## config.mk

```make
export PLATFORM = sky130hd
export DESIGN_NAME = cbm_div
export DESIGN_NICKNAME = d
export VERILOG_FILES = /design/src/hw/rtl/cbm_pkg.sv /design/src/hw/rtl/cbm_div.sv
export SDC_FILE = /design/constraint.sdc
export NUM_CORES = 1
export LEC_CHECK = 0
export BUFFER_PORTS_ARGS = -buffer_cell sky130_fd_sc_hd__buf_2
export CORE_ASPECT_RATIO = 0.7
export CORE_MARGIN = 3
export CORE_UTILIZATION = 55
export DETAILED_ROUTE_END_ITERATION = 12
export GPL_TIMING_DRIVEN = 1
export PLACE_DENSITY = 0.92
export SLEW_MARGIN = 25
export SYNTH_ARGS = -nofsm -noshare
export SYNTH_HDL_FRONTEND = slang
export SYNTH_SLANG_ARGS = --single-unit
```

## constraint.sdc

```tcl
create_clock -name clk -period 2.72 [get_ports clk]
set_input_delay 0.408 -clock clk [delete_from_list [all_inputs] [get_ports clk]]
set_output_delay 0.408 -clock clk [all_outputs]
set_load 0.02 [all_outputs]
```

## src/hw/rtl/cbm_pkg.sv

```systemverilog
package cbm_pkg;

  localparam int PIX_W          = 16;
  localparam int OUT_W          = 20;
  localparam int FRAC_W         = 4;
  localparam int WIN_CFG_W      = 5;
  localparam int IMG_CFG_W      = 11;
  localparam int WIN_RESET      = 3;
  localparam int IMG_RESET      = 640;
  localparam int DEF_MAX_WIDTH  = 1024;
  localparam int DEF_MAX_WINDOW = 16;
  localparam int DEF_DIV_W      = 28;
  localparam int DEF_CNT_W      = 9;
  localparam int SUM_LANES      = 4;
  localparam int CFG_ADDR_W     = 3;
  localparam int CFG_DATA_W     = 32;
  localparam int REG_IDX_LSB    = 2;

  typedef enum logic {
    REG_WINDOW_SIZE,
    REG_IMAGE_WIDTH
  } cbm_reg_t;

  typedef enum logic [3:0] {
    ST_IDLE,
    ST_READ,
    ST_MERGE,
    ST_COLSUM,
    ST_STORE,
    ST_WINSUM,
    ST_START,
    ST_DIV,
    ST_OUT
  } cbm_state_t;

  typedef struct packed {
    logic start;
    logic neg;
  } cbm_div_ctl_t;

endpackage

```

## src/hw/rtl/cbm_div.sv

```systemverilog
module cbm_div #(
  parameter int DIV_W = cbm_pkg::DEF_DIV_W,
  parameter int CNT_W = cbm_pkg::DEF_CNT_W
) (
  input  logic                               clk,
  input  logic                               rst_n,
  input  cbm_pkg::cbm_div_ctl_t              ctl,
  input  logic [DIV_W-1:0]                   dividend,
  input  logic [CNT_W-1:0]                   divisor,
  output logic                               busy,
  output logic signed [cbm_pkg::OUT_W-1:0]   quotient
);
  import cbm_pkg::*;

  localparam int STEP_W = $clog2(DIV_W + 1);

  logic [DIV_W-1:0]  quo_r;
  logic [CNT_W-1:0]  rem_r;
  logic [CNT_W-1:0]  div_r;
  logic [STEP_W-1:0] step_r;
  logic              neg_r;
  logic              busy_r;

  logic [CNT_W:0]    rem_sh;
  logic [CNT_W:0]    rem_diff;
  logic              sub_ok;
  logic [OUT_W-1:0]  q_lo;

  // restoring long division, one quotient bit per cycle; quotient bits
  // shift into the dividend register from the bottom
  always_comb begin
    rem_sh   = {rem_r, quo_r[DIV_W-1]};
    rem_diff = rem_sh - {1'b0, div_r};
    sub_ok   = rem_sh >= {1'b0, div_r};
  end

  always_ff @(posedge clk) begin
    if (!rst_n) begin
      busy_r <= 1'b0;
      step_r <= '0;
    end else if (ctl.start) begin
      busy_r <= 1'b1;
      step_r <= STEP_W'(DIV_W);
    end else if (busy_r) begin
      step_r <= step_r - STEP_W'(1);
      if (step_r == STEP_W'(1)) begin
        busy_r <= 1'b0;
      end
    end
  end

  always_ff @(posedge clk) begin
    if (ctl.start) begin
      quo_r <= dividend;
      rem_r <= '0;
      div_r <= divisor;
      neg_r <= ctl.neg;
    end else if (busy_r) begin
      quo_r <= {quo_r[DIV_W-2:0], sub_ok};
      rem_r <= sub_ok ? rem_diff[CNT_W-1:0] : rem_sh[CNT_W-1:0];
    end
  end

  // magnitude stays within OUT_W bits, so truncating before negation is exact
  always_comb begin
    q_lo     = quo_r[OUT_W-1:0];
    quotient = neg_r ? -signed'(q_lo) : signed'(q_lo);
  end

  assign busy = busy_r;

endmodule

```

==> metrics.txt <==
# TYPE chip_impl_metric gauge
chip_impl_metric{name="syn_avg_cell_area",unit="sq um"} 11.2
chip_impl_metric{name="grt_pass1_wl",unit="microns"} 11200
chip_impl_metric{name="timing.final.max_slew_violations",unit=""} 0
chip_impl_metric{name="place_inst",unit=""} 406
chip_impl_metric{name="ff2ff_path_depth",unit=""} 9
chip_impl_metric{name="pwr_density_cell",unit="nW/um^2"} 597
chip_impl_info{name="critical_path_class",value="flip-flop to primary output"} 1
chip_impl_metric{name="area_inside_the_core_boundary",unit="sq um"} 5400
chip_impl_metric{name="achievable-frequency",unit="MHz"} 385
chip_impl_info{name="rsz0062_at_grt",value="false"} 1
chip_impl_info{name="yosys-top-cells-area",value="sky130_fd_sc_hd__edfxtp_1, sky130_fd_sc_hd__dfxtp_1, sky130_fd_sc_hd__mux2_2"} 1
chip_impl_info{name="critical_path.endpoint_type",value="primary output"} 1
chip_impl_info{name="timing.critical_path.from_type",value="flip-flop"} 1
chip_impl_metric{name="drt_iter0_drc",unit=""} 220
chip_impl_metric{name="insertedDiodeCount",unit=""} 0
chip_impl_metric{name="vias_per_instance",unit=""} 5.74
chip_impl_metric{name="finalCoreUtilization",unit="%"} 67.1
chip_impl_metric{name="clock_path_buffers",unit=""} 2
chip_impl_metric{name="min_path_cells",unit=""} 1
chip_impl_info{name="min-delay-start",value="ctl[0]"} 1
chip_impl_metric{name="switching_power",unit="mW"} 0.670
chip_impl_metric{name="report.final.hold_viol_count",unit=""} 0
chip_impl_metric{name="synthesis.area",unit="sq um"} 3170
chip_impl_metric{name="cts.sinks",unit=""} 53
chip_impl_info{name="hold_path_class",value="input pin to flip-flop"} 1
chip_impl_metric{name="place_area",unit="sq um"} 3500
chip_impl_info{name="clock_tree_root_driver_cell",value="sky130_fd_sc_hd__clkbuf_8"} 1
chip_impl_metric{name="power.switching_fraction",unit="%"} 31.0
chip_impl_metric{name="initial_core_utilization",unit="%"} 58.7
chip_impl_metric{name="cts_made_buffers",unit=""} 5
chip_impl_metric{name="antenna_found_initial",unit=""} 0
chip_impl_metric{name="total_nets_after_synthesis",unit=""} 338
chip_impl_metric{name="synth_largest_type_area_fraction",unit="%"} 36.0
chip_impl_metric{name="std_cell_rows",unit=""} 22
chip_impl_metric{name="place.detailed.hpwl",unit="microns"} 5100
chip_impl_metric{name="synth_enable_flop_cells",unit=""} 38
chip_impl_metric{name="grtUsageTotal",unit="%"} 20.5
chip_impl_metric{name="drt_drc_violations_left",unit=""} 0
chip_impl_metric{name="layout-drive-gt1-share",unit="%"} 32.4
chip_impl_metric{name="post_cts_buffers",unit=""} 0
chip_impl_metric{name="grt_remaining_overflow",unit=""} 0
chip_impl_metric{name="antenna_left",unit=""} 0
chip_impl_metric{name="setup_viol_count_final",unit=""} 0
chip_impl_metric{name="yosys.cell_types.count",unit=""} 60
chip_impl_metric{name="ctsHtreeMaxLevel",unit=""} 2
chip_impl_metric{name="vdd_drop_max",unit="mV"} 0.524
chip_impl_metric{name="cell_area_after_layout",unit="sq um"} 3620
chip_impl_info{name="r2r_end",value="quo_r[0]"} 1
chip_impl_metric{name="setup_tns",unit="ps"} 0
chip_impl_metric{name="min_cycle_time_layout",unit="ps"} 2600
chip_impl_info{name="synth-main-ff-cell",value="sky130_fd_sc_hd__edfxtp_1"} 1
chip_impl_metric{name="finalWeightedCongestion",unit=""} 0.829
chip_impl_info{name="setup.worst_path.start",value="quo_r[6]"} 1
chip_impl_metric{name="synth.yosys.warnings",unit=""} 0
chip_impl_metric{name="grt_max_degree",unit=""} 36
chip_impl_metric{name="grt_pass1_vias",unit=""} 2241
chip_impl_metric{name="yosys_register_bits",unit=""} 53
chip_impl_metric{name="routed_wirelength",unit="microns"} 6950
chip_impl_metric{name="power.share.clock",unit="%"} 24.5
chip_impl_metric{name="timing.final.crit_share",unit="%"} 95.5
chip_impl_metric{name="pin_count",unit=""} 62
chip_impl_metric{name="finish.net_count",unit=""} 396
chip_impl_info{name="post_synth_most_frequent_cells",value="sky130_fd_sc_hd__edfxtp_1, sky130_fd_sc_hd__mux2_2, sky130_fd_sc_hd__nand2_1, sky130_fd_sc_hd__xnor2_1, sky130_fd_sc_hd__inv_1"} 1
chip_impl_metric{name="pwr-share-seq",unit="%"} 48.0
chip_impl_metric{name="design.die.area",unit="sq um"} 6720
chip_impl_metric{name="cell_internal_pwr",unit="mW"} 1.49
chip_impl_metric{name="synth_seq_area_share",unit="%"} 45.5
chip_impl_metric{name="leakagePower",unit="nW"} 1.47
chip_impl_metric{name="die_width",unit="microns"} 96.7
chip_impl_metric{name="route.detailed.wl_per_inst",unit="microns"} 16.7
chip_impl_info{name="hold_path_end",value="neg_r"} 1
chip_impl_info{name="cts_tree",value="built"} 1
chip_impl_metric{name="regToRegSetupSlack",unit="ps"} 330
chip_impl_metric{name="clock_skew",unit="ps"} 10.2
chip_impl_metric{name="die_h",unit="microns"} 69.5
chip_impl_metric{name="comb_power_share",unit="%"} 27.5
chip_impl_metric{name="worst_ep_required_time",unit="ps"} 2310
chip_impl_info{name="run_status",value="complete, no violations"} 1
chip_impl_metric{name="routed-via-count",unit=""} 2384
chip_impl_metric{name="port_buffers",unit=""} 61
chip_impl_info{name="synthDominantAreaCellType",value="sky130_fd_sc_hd__edfxtp_1"} 1
chip_impl_metric{name="worst_skew_pair.late_latency",unit="ps"} 310
chip_impl_metric{name="slew-limit-headroom",unit="%"} 53.1
chip_impl_metric{name="arrival",unit="ps"} 2190
chip_impl_metric{name="asyncSetResetFlopFracSynth",unit="%"} 0
chip_impl_metric{name="synth_cells",unit=""} 284
chip_impl_metric{name="path_max_fanout",unit=""} 5
chip_impl_metric{name="detail_route.first_pass.iterations",unit=""} 5
chip_impl_metric{name="area_overhead_vs_synth",unit="%"} 14.3
chip_impl_metric{name="finalNonFillerCells",unit=""} 415
chip_impl_metric{name="max_slew.worst_pin.slew",unit="ps"} 704
chip_impl_metric{name="post_cts_hold_buffer_count",unit=""} 0
chip_impl_metric{name="worst_setup_hold_path_clk_slew",unit="ps"} 100
chip_impl_info{name="synthMostInstantiatedCell",value="sky130_fd_sc_hd__edfxtp_1"} 1
chip_impl_metric{name="cap_violations",unit=""} 0
chip_impl_info{name="startpoint_of_the_worst_register_to_register_path",value="quo_r[27]"} 1
chip_impl_metric{name="ctsResizeCount",unit=""} 0
## metrics by stage
stage	setup WS (ps)	hold slack [ps]	total power [mW]
6_report	123	267	2.16
5_1_grt	2.55	257	2.26
4_1_cts	116	265	2.16
3_5_place_dp	343	488	1.64
3_3_place_gp	438	484	1.61
2_1_floorplan	588	468	1.47
## area by class of cell
cell class	instances	area, sq um
fillers	425	1780
multi-input cells	201	1590
clock buffers	6	72.6
flip-flops and latches	53	1440
well taps	72	90.1
inverters	16	60.1
clock inverters	2	33.8
repair buffers	65	335
## power by group through the flow
stage	Sequential, mW	Clock (mW)	Combinational (mW)
after floorplan	1.03	0	0.444
after global placement	1.05	0	0.563
after detailed placement	1.05	0	0.584
after CTS	1.04	0.533	0.590
after global routing	1.05	0.571	0.647
final	1.04	0.530	0.595
## per-layer routing
layer / part of all wire, % / up-vias / track usage (%) / routed length, microns
met5: 0 / - / 0 / 0
met4: 0.71 / 0 / 4.67 / 49
met3: 4.9 / 6 / 3.92 / 339
met2: 48 / 85 / 32.7 / 3350
met1: 46 / 1148 / 29.0 / 3210
li1: - / 1145 / - / -
## how the worst max path moves through the flow
| stage | endpoint | cells after the start |
|---|---|---|
| 5_1_grt | quotient[17] | 6 |
| 3_3_place_gp | quo_r[0] | 9 |
| 4_1_cts | quotient[18] | 7 |
| 3_5_place_dp | quo_r[0] | 9 |
| 2_1_floorplan | rem_r[6] | 9 |
| 6_report | quotient[18] | 5 |
## layout by cell type (no fill, tap or decap), drive strengths merged, types with 2 or more instances in the layout
| cell | netlist | layout |
|---|---|---|
| buf | 9 | 65 |
| edfxtp | 38 | 38 |
| mux2 | 25 | 25 |
| nand2 | 21 | 21 |
| xnor2 | 19 | 19 |
| inv | 16 | 16 |
| dfxtp | 15 | 15 |
| o21ai | 14 | 14 |
| nor2 | 13 | 13 |
| ha | 12 | 12 |
| a21o | 9 | 9 |
| xor2 | 8 | 8 |
| nand2b | 8 | 8 |
| nand3 | 7 | 7 |
| clkbuf | 5 | 6 |
| a311oi | 5 | 5 |
| nor2b | 5 | 5 |
| a211oi | 5 | 5 |
| nor3 | 5 | 5 |
| a21oi | 4 | 4 |
| o21a | 4 | 4 |
| nor3b | 3 | 3 |
| a31oi | 3 | 3 |
| or2 | 2 | 2 |
| nand3b | 2 | 2 |
| or3 | 2 | 2 |
| o41ai | 2 | 2 |
| o31ai | 2 | 2 |
## logic make-up after synthesis
group	count (synthesis)	share of synthesized area, %
and+or+nand+nor	76	13.5
AOI/OAI and AO/OA	59	14.5
DFF	53	45.5
buffers and inverters	30	4.42
xor gates and xnor gates	27	7.47
muxes	26	9.21
adders and majority gates	13	5.37
## critical path: stages (launching register included)
cell and delay (ps):
sky130_fd_sc_hd__edfxtp_1 460, sky130_fd_sc_hd__or3_4 440, sky130_fd_sc_hd__o41ai_4 430, sky130_fd_sc_hd__a21boi_2 250, sky130_fd_sc_hd__xnor2_1 130, sky130_fd_sc_hd__buf_2 180
## sequential cells by signal, indices dropped and copies added, names as in the netlist
name and count:
neg_r 1, div_r 9, busy 1, step_r 5, rem_r 9, quo_r 28
(Power assumes the default switching activity.)
